## config.mk

```make
export PLATFORM = sky130hd
export DESIGN_NAME = tof_window_photon_summer_top
export DESIGN_NICKNAME = d
export VERILOG_FILES = /design/src/rtl/core/tofw_pkg.sv /design/src/rtl/core/tofw_classify.sv /design/src/rtl/core/tof_window_photon_summer_top.sv
export SDC_FILE = /design/constraint.sdc
export NUM_CORES = 2
export LEC_CHECK = 0
export BUFFER_PORTS_ARGS = -buffer_cell sky130_fd_sc_hd__buf_2
export CORE_MARGIN = 2
export CORE_UTILIZATION = 45
export CTS_CLUSTER_DIAMETER = 150
export DETAILED_ROUTE_END_ITERATION = 7
export HOLD_SLACK_MARGIN = 0.02
export PLACE_DENSITY = 0.69
export REMOVE_ABC_BUFFERS = 1
export SYNTH_ARGS = -nofsm -noshare
export SYNTH_HDL_FRONTEND = slang
export SYNTH_SLANG_ARGS = --single-unit
```

## constraint.sdc

```tcl
create_clock -name clk -period 11.2 [get_ports clk]
set_input_delay 1.12 -clock clk [delete_from_list [all_inputs] [get_ports clk]]
set_output_delay 1.12 -clock clk [all_outputs]
set_load 0.1 [all_outputs]
```

## src/rtl/core/tofw_pkg.sv

```systemverilog
`timescale 1ns / 1ps
// ----------------------------------------------------------------------------
// tofw_pkg
// Shared constants and types for the time-of-flight window photon summer.
// ----------------------------------------------------------------------------
package tofw_pkg;

	localparam int NUM_WINDOWS = 10;

	localparam int TIME_W   = 16;
	localparam int COUNT_W  = 8;
	localparam int SUM_W    = 16;
	localparam int WIDTH_W  = 12;
	localparam int INDEX_W  = 4;

	// Window edge (l+1)*width, and the signed compare width for the dark test.
	localparam int STEP_W = WIDTH_W + $clog2(NUM_WINDOWS + 1);
	localparam int CMP_W  = ((STEP_W > TIME_W) ? STEP_W : TIME_W) + 3;

	localparam int CNT_W = (NUM_WINDOWS > 1) ? $clog2(NUM_WINDOWS) : 1;

	// Input kind codes.
	localparam logic KIND_HIT = 1'b0;
	localparam logic KIND_EOE = 1'b1;

	// Register indexes.
	localparam logic REG_WINDOW_WIDTH = 1'b0;
	localparam logic REG_DARK_START   = 1'b1;

	typedef struct packed {
		logic [NUM_WINDOWS-1:0] sig_add;
		logic [NUM_WINDOWS-1:0] dark_add;
	} tofw_mask_t;

endpackage

```

## src/rtl/core/tofw_classify.sv

```systemverilog
`timescale 1ns / 1ps
// ----------------------------------------------------------------------------
// tofw_classify
// Find the first window whose signal or dark test passes and build the
// per-counter add masks from that index upward.
// ----------------------------------------------------------------------------
module tofw_classify (
	input  logic signed [tofw_pkg::TIME_W-1:0]  tof_time,
	input  logic        [tofw_pkg::WIDTH_W-1:0] window_width,
	input  logic signed [tofw_pkg::TIME_W-1:0]  dark_start,
	output tofw_pkg::tofw_mask_t                mask
);
	import tofw_pkg::*;

	logic [TIME_W:0]              abs_t;
	logic signed [CMP_W-1:0]      t_ext;
	logic signed [CMP_W-1:0]      lo_ext;
	logic [NUM_WINDOWS-1:0]       sig_pass;
	logic [NUM_WINDOWS-1:0]       dark_pass;

	always_comb begin
		logic [STEP_W-1:0]       step;
		logic signed [CMP_W-1:0] hi;
		logic                    found;
		logic                    sig_on;
		logic                    dark_on;

		t_ext  = CMP_W'(tof_time);
		lo_ext = CMP_W'(dark_start);
		abs_t  = tof_time[TIME_W-1] ? (TIME_W+1)'(-t_ext) : (TIME_W+1)'(t_ext);

		// Independent edge tests per window.
		for (int l = 0; l < NUM_WINDOWS; l++) begin
			step = STEP_W'(STEP_W'(l + 1) * STEP_W'(window_width));
			hi   = lo_ext + signed'(CMP_W'({step, 1'b0}));
			sig_pass[l]  = STEP_W'(abs_t) < step && (TIME_W+1 <= STEP_W || abs_t <
				(TIME_W+1)'(step));
			dark_pass[l] = (lo_ext < t_ext) && (t_ext < hi);
		end

		// First passing test wins; signal test ahead of dark at each index.
		found   = 1'b0;
		sig_on  = 1'b0;
		dark_on = 1'b0;
		for (int l = 0; l < NUM_WINDOWS; l++) begin
			if (!found && sig_pass[l]) begin
				sig_on = 1'b1;
				found  = 1'b1;
			end else if (!found && dark_pass[l]) begin
				dark_on = 1'b1;
				found   = 1'b1;
			end
			mask.sig_add[l]  = sig_on;
			mask.dark_add[l] = dark_on;
		end
	end

endmodule

```

## src/rtl/core/tof_window_photon_summer_top.sv

```systemverilog
`timescale 1ns / 1ps
// ----------------------------------------------------------------------------
// tof_window_photon_summer_top
// Nested time-window photon summer: hits add their photon count to signal or
// dark window sums, an end-of-event request reports and clears all sums.
// ----------------------------------------------------------------------------
// Path: a hit lands in the sums in the cycle after acceptance; an end-of-event
//   request's first report passes the snapshot and the output register.
// Throughput: one hit per cycle; an end-of-event request emits NUM_WINDOWS
//   reports from a snapshot shift line, one per cycle unless m_tready is low;
//   a second end-of-event request waits in the input stage until they drain.
// Reset: arst_n clears all sums, the pipeline and the report logic, and loads
//   window_width = 64, dark_start = 1280.
// ----------------------------------------------------------------------------
module tof_window_photon_summer_top (
	input  logic        clk,
	input  logic        arst_n,

	// Input stream
	input  logic        s_tvalid,
	output logic        s_tready,
	input  logic [23:0] s_tdata,   // [15:0] tof_time, [23:16] photon_count
	input  logic [0:0]  s_tuser,   // [0] kind

	// Result stream
	output logic        m_tvalid,
	input  logic        m_tready,
	output logic [39:0] m_tdata,   // [3:0] window_index, [19:4] signal_sum,
	                               // [35:20] dark_sum, [39:36] zero
	output logic        m_tlast,   // last

	// Configuration
	input  logic        psel,
	input  logic        penable,
	input  logic        pwrite,
	input  logic [2:0]  paddr,
	input  logic [31:0] pwdata,
	output logic [31:0] prdata,
	output logic        pready
);
	import tofw_pkg::*;

	// Configuration registers
	logic [WIDTH_W-1:0]       window_width_q;
	logic signed [TIME_W-1:0] dark_start_q;

	// Input stage
	logic                     valid_s1;
	logic                     kind_s1;
	logic signed [TIME_W-1:0] time_s1;
	logic [COUNT_W-1:0]       count_s1;
	logic                     go_s1;

	// Running sums
	logic [SUM_W-1:0] sig_tot_q  [NUM_WINDOWS];
	logic [SUM_W-1:0] dark_tot_q [NUM_WINDOWS];

	// Report snapshot and sequencing
	logic [SUM_W-1:0] rep_sig_q  [NUM_WINDOWS];
	logic [SUM_W-1:0] rep_dark_q [NUM_WINDOWS];
	logic             rep_active_q;
	logic [CNT_W-1:0] rep_cnt_q;
	logic             out_load;

	// Output register
	logic               m_valid_q;
	logic [INDEX_W-1:0] out_index_q;
	logic [SUM_W-1:0]   out_sig_q;
	logic [SUM_W-1:0]   out_dark_q;
	logic               out_last_q;

	logic [31:0] cnt_ext;
	logic        cfg_write;
	tofw_mask_t  mask;

	// ---------------------------------------------------------------- config
	assign pready    = 1'b1;
	assign cfg_write = psel && penable && pwrite && pready;

	always_ff @(posedge clk or negedge arst_n) begin
		if (!arst_n) begin
			window_width_q <= WIDTH_W'(64);
			dark_start_q   <= TIME_W'(1280);
		end else if (cfg_write) begin
			unique case (paddr[2])
				REG_WINDOW_WIDTH: window_width_q <= pwdata[WIDTH_W-1:0];
				REG_DARK_START:   dark_start_q   <= pwdata[TIME_W-1:0];
				default: ;
			endcase
		end
	end

	always_comb begin
		unique case (paddr[2])
			REG_WINDOW_WIDTH: prdata = 32'(window_width_q);
			REG_DARK_START:   prdata = 32'(unsigned'(dark_start_q));
			default:          prdata = '0;
		endcase
	end

	// ------------------------------------------------------------ input stage
	// A hit always moves on; an end-of-event request holds while a report runs.
	assign go_s1    = valid_s1 && (kind_s1 == KIND_HIT || !rep_active_q);
	assign s_tready = !valid_s1 || go_s1;

	always_ff @(posedge clk or negedge arst_n) begin
		if (!arst_n) begin
			valid_s1 <= 1'b0;
		end else if (s_tready) begin
			valid_s1 <= s_tvalid;
		end
	end

	always_ff @(posedge clk) begin
		if (s_tready && s_tvalid) begin
			kind_s1  <= s_tuser[0];
			time_s1  <= s_tdata[15:0];
			count_s1 <= s_tdata[23:16];
		end
	end

	// --------------------------------------------------------- classification
	tofw_classify u_classify (
		.tof_time     (time_s1),
		.window_width (window_width_q),
		.dark_start   (dark_start_q),
		.mask         (mask)
	);

	// ------------------------------------------------------------ accumulate
	// Saturating add of the photon count into every flagged counter; an
	// end-of-event request snapshots the sums and clears them.
	always_ff @(posedge clk or negedge arst_n) begin
		if (!arst_n) begin
			for (int m = 0; m < NUM_WINDOWS; m++) begin
				sig_tot_q[m]  <= '0;
				dark_tot_q[m] <= '0;
			end
		end else if (go_s1) begin
			for (int m = 0; m < NUM_WINDOWS; m++) begin
				logic [SUM_W:0] s_sum;
				logic [SUM_W:0] d_sum;
				s_sum = {1'b0, sig_tot_q[m]}  + (SUM_W+1)'(count_s1);
				d_sum = {1'b0, dark_tot_q[m]} + (SUM_W+1)'(count_s1);
				if (kind_s1 == KIND_EOE) begin
					sig_tot_q[m]  <= '0;
					dark_tot_q[m] <= '0;
				end else begin
					if (mask.sig_add[m])
						sig_tot_q[m] <= s_sum[SUM_W] ? '1 : s_sum[SUM_W-1:0];
					if (mask.dark_add[m])
						dark_tot_q[m] <= d_sum[SUM_W] ? '1 : d_sum[SUM_W-1:0];
				end
			end
		end
	end

	// ---------------------------------------------------------------- report
	assign out_load = rep_active_q && (!m_valid_q || m_tready);

	always_ff @(posedge clk or negedge arst_n) begin
		if (!arst_n) begin
			rep_active_q <= 1'b0;
			rep_cnt_q    <= '0;
		end else if (go_s1 && kind_s1 == KIND_EOE) begin
			rep_active_q <= 1'b1;
			rep_cnt_q    <= '0;
		end else if (out_load) begin
			if (rep_cnt_q == CNT_W'(NUM_WINDOWS - 1)) begin
				rep_active_q <= 1'b0;
			end
			rep_cnt_q <= rep_cnt_q + CNT_W'(1);
		end
	end

	// Snapshot on end of event, then advance one entry per emitted report.
	always_ff @(posedge clk) begin
		if (go_s1 && kind_s1 == KIND_EOE) begin
			for (int m = 0; m < NUM_WINDOWS; m++) begin
				rep_sig_q[m]  <= sig_tot_q[m];
				rep_dark_q[m] <= dark_tot_q[m];
			end
		end else if (out_load) begin
			for (int m = 0; m < NUM_WINDOWS - 1; m++) begin
				rep_sig_q[m]  <= rep_sig_q[m+1];
				rep_dark_q[m] <= rep_dark_q[m+1];
			end
		end
	end

	// ------------------------------------------------------- output register
	assign cnt_ext = 32'(rep_cnt_q);

	always_ff @(posedge clk or negedge arst_n) begin
		if (!arst_n) begin
			m_valid_q <= 1'b0;
		end else if (out_load) begin
			m_valid_q <= 1'b1;
		end else if (m_tready) begin
			m_valid_q <= 1'b0;
		end
	end

	always_ff @(posedge clk) begin
		if (out_load) begin
			out_index_q <= cnt_ext[INDEX_W-1:0];
			out_sig_q   <= rep_sig_q[0];
			out_dark_q  <= rep_dark_q[0];
			out_last_q  <= (rep_cnt_q == CNT_W'(NUM_WINDOWS - 1));
		end
	end

	assign m_tvalid = m_valid_q;
	assign m_tdata  = {4'b0, out_dark_q, out_sig_q, out_index_q};
	assign m_tlast  = out_last_q;

endmodule
```

==> results.py <==
metrics = {
    "status": {
        "status": "complete, no violations",
    },
    "clock_network": {
        "post-cts-setup-buffers": 0,
        "cts_resized": 0,
        "clockRootBuffer": "clkbuf_16",
        "path_clk_slew_ns": 0.06,
        "cts_tree": "built",
        "cts_sinks": 737,
        "numCtsBuffers": 84,
        "clk_path_buf_depth": 3,
        "htreeDepth": 3,
        "clock_latency_ns": 0.67,
        "ctsHoldBuffers": 0,
    },
    "global_routing": {
        "grt_max_degree": 191,
        "grt.total_usage_pct": 22.4,
        "antenna_found_initial": 3,
        "grt_pass1_vias": 41900,
        "grt_pass1_wl_um": 220000,
        "grt.overflow.total": 0,
    },
    "route": {
        "viasPerCell": 5.70,
        "vias": 43000,
        "wl_per_cell_um": 18.0,
        "drc": 0,
        "wl_um": 136000,
        "drt_iter0_markers": 3153,
        "ant_nets": 0,
        "drt-pass1-iter-count": 6,
    },
    "placement": {
        "dp_cells": 7391,
        "place.gp.congestion": 0.951,
        "placed_cell_area_mm2": 0.0554,
        "io_buffers": 103,
        "hpwl_um": 95400,
    },
    "critical_path": {
        "start_kind": "register",
        "critPathRequiredTime_ns": 11.74,
        "r2r_cells": 30,
        "cp.arrival_ns": 9.39,
        "critPathMaxFanout": 26,
        "crit_buf_inv": 3,
        "cp_slowest_stage_delay_ns": 0.84,
        "path_class": "register to register",
        "cp_common_cell": "a21oi_1",
        "cp_slowest_cell": "dfrtp_1",
        "crit_path_end_kind": "register",
        "critPathTopFamily": "compound AO/OA/AOI/OAI gates",
        "path_depth": 30,
    },
    "logic_synthesis": {
        "synth_ff_type": "edfxtp_1",
        "synth.top_cell.area_share_pct": 21.6,
        "yosysMostFrequentCell": "nand2_1",
        "netlist_area_mm2": 0.0530,
        "postSynthCellCount": 5855,
        "synthTopCellsByCount": "nand2_1, ha_1, o21ai_0, a21oi_1, edfxtp_1",
        "ys_seq_elements": 737,
        "synthArstFlopShare_pct": 48.2,
        "synth_top_area_cell": "edfxtp_1",
        "ys_seq_area_share_pct": 38.4,
        "syn_area_per_cell_um2": 9.05,
        "synth_cell_types": 107,
        "yosys-top-cells-area": "edfxtp_1, dfrtp_1, ha_1, nand2_1, o21ai_0",
        "yosysWarnings": 0,
        "synth_edf_count": 382,
    },
    "power_and_ir_drop": {
        "p_sw_mw": 7.85,
        "p_int_mw": 9.46,
        "p_seq_share_pct": 25.3,
        "power_density_mw_per_mm2": 298,
        "total_power_mw": 17.3,
        "power_leakage_nw": 27.1,
        "ir_drop_uv": 162,
        "combPwrFrac_pct": 59.1,
        "power.share.clock_pct": 15.6,
        "switching_share_pct": 45.4,
    },
    "sta": {
        "fmax_ghz": 0.113,
        "finalCriticalPeriod_ns": 8.85,
        "tightest_slew_ns": 1.24,
        "rsz0062_at_grt": "false",
        "skew_ns": 0.0300,
        "finalHoldViolCount": 0,
        "setup_viol": 0,
        "slew_violations": 0,
        "holdWs_ns": 0.387,
        "slew_headroom_pct": 16.8,
        "finalCritPeriodShare_pct": 79.1,
    },
    "floorplan": {
        "initial_core_util_pct": 45.5,
        "placementRows": 125,
        "dieArea_mm2": 0.121,
        "die_h_um": 347,
        "core_area_mm2": 0.117,
        "num_io_pins": 143,
        "die_w_um": 347,
    },
    "cells_and_area": {
        "design_area_mm2": 0.0581,
        "seqCellArea_mm2": 0.0204,
        "multi_input_area_mm2": 0.0305,
        "area_growth_pct": 9.56,
        "drive_gt1_share_pct": 6.99,
        "fin_util_pct": 49.8,
        "n_fill_cell": 10700,
        "nets": 6706,
        "final_cells": 7550,
    },
    "hold_path": {
        "hold_class": "primary input to async pin",
    },
    "flow_run": {
        "drv_cap": 0,
    },
}
kinds of logic (layout without fill, tap and decap cells):
group | Yosys count | after routing | synth area share, %
adders and majority gates | 686 | 686 | 16.8
DFF | 737 | 737 | 38.4
AOI/OAI and AO/OA | 1549 | 1549 | 18.5
other | 2 | 22 | 0.0142
muxes | 46 | 46 | 0.965
and+or+nand+nor | 1999 | 1999 | 16.6
xor gates and xnor gates | 262 | 262 | 4.34
buffers and inverters | 574 | 725 | 4.32
through the flow:
stage / worst slack (ns) / setup TNS (ns)
CTS: 2.43 / 0
detailed placement: 2.49 / 0
global route: 1.58 / 0
global placement: 2.51 / 0
floorplan: -4.57 / -1317.00
finish: 2.35 / 0
power groups by stage:
stage	registers [mW]	clock network [mW]	logic [mW]
finish	4.37	2.71	10.2
global route	4.47	2.87	11.5
CTS	4.37	2.77	10.2
detailed placement	4.41	0	10.1
global placement	4.38	0	9.80
floorplan	4.78	0	7.30
path summary, 6_finish.rpt:
check / to / slack [ns] / startpoint
worst min register to register: out_sig_q[0] / 0.41 / rep_sig_q[0][0]
worst max register to register: dark_tot_q[38] / 2.35 / window_width_q[1]
min in group clk: out_sig_q[0] / 0.41 / rep_sig_q[0][0]
worst min-delay path: window_width_q[4] / 0.39 / arst_n
max in group asynchronous: sig_tot_q[148] / 8.84 / arst_n
worst max-delay path: dark_tot_q[38] / 2.35 / window_width_q[1]
cell usage in the layout (no fill, tap or decap), types with 82 or more instances in the layout:
master and instances:
o21ai_0 443, buf_4 82, nand3_1 114, buf_2 102, a21o_1 147, dfrtp_1 352
xnor2_1 184, ha_1 645, inv_1 377, nand2_1 1178, edfxtp_1 382, a21oi_1 387
clkbuf_16 85, nor2_1 287
sequential cells by signal, indices dropped and copies added, names as in the netlist, 4 cells and up:
name and count:
out_index_q 4, rep_dark_q 160, sig_tot_q 160, dark_start_q 16
dark_tot_q 160, rep_sig_q 160, count_s1 8, window_width_q 12
time_s1 16, out_sig_q 16, out_dark_q 16, rep_cnt_q 4
layout make-up:
cell class / count / share of cell area [%]
diodes: 1 / 0.00431
clock buffers: 120 / 4.08
clock inverters: 38 / 0.601
inverters: 380 / 2.47
multi-input cells: 4563 / 52.5
flip-flops and latches: 737 / 35.1
well taps: 1524 / 3.28
repair buffers: 187 / 2.03
worst register-to-register path, delay by kind of cell (launching register included):
kind,cells,cell delay [ns]
adder cells (fa/ha/maj),4,1.58
AND/OR/NAND/NOR,6,1.37
multiplexers,2,0.75
AO/OA/AOI/OAI,13,3.24
buffers and inverters,3,0.60
flip-flops,1,0.84
XOR/XNOR,2,0.34
routing by layer:
| metal | GRT usage, % | wire length, um |
|---|---|---|
| met1 | 30.9 | 62500 |
| met2 | 36.5 | 61400 |
| met3 | 2.99 | 8190 |
| met4 | 6.91 | 3920 |
| met5 | 0 | 21 |
Note: power is estimated with default switching activity, not from simulation.
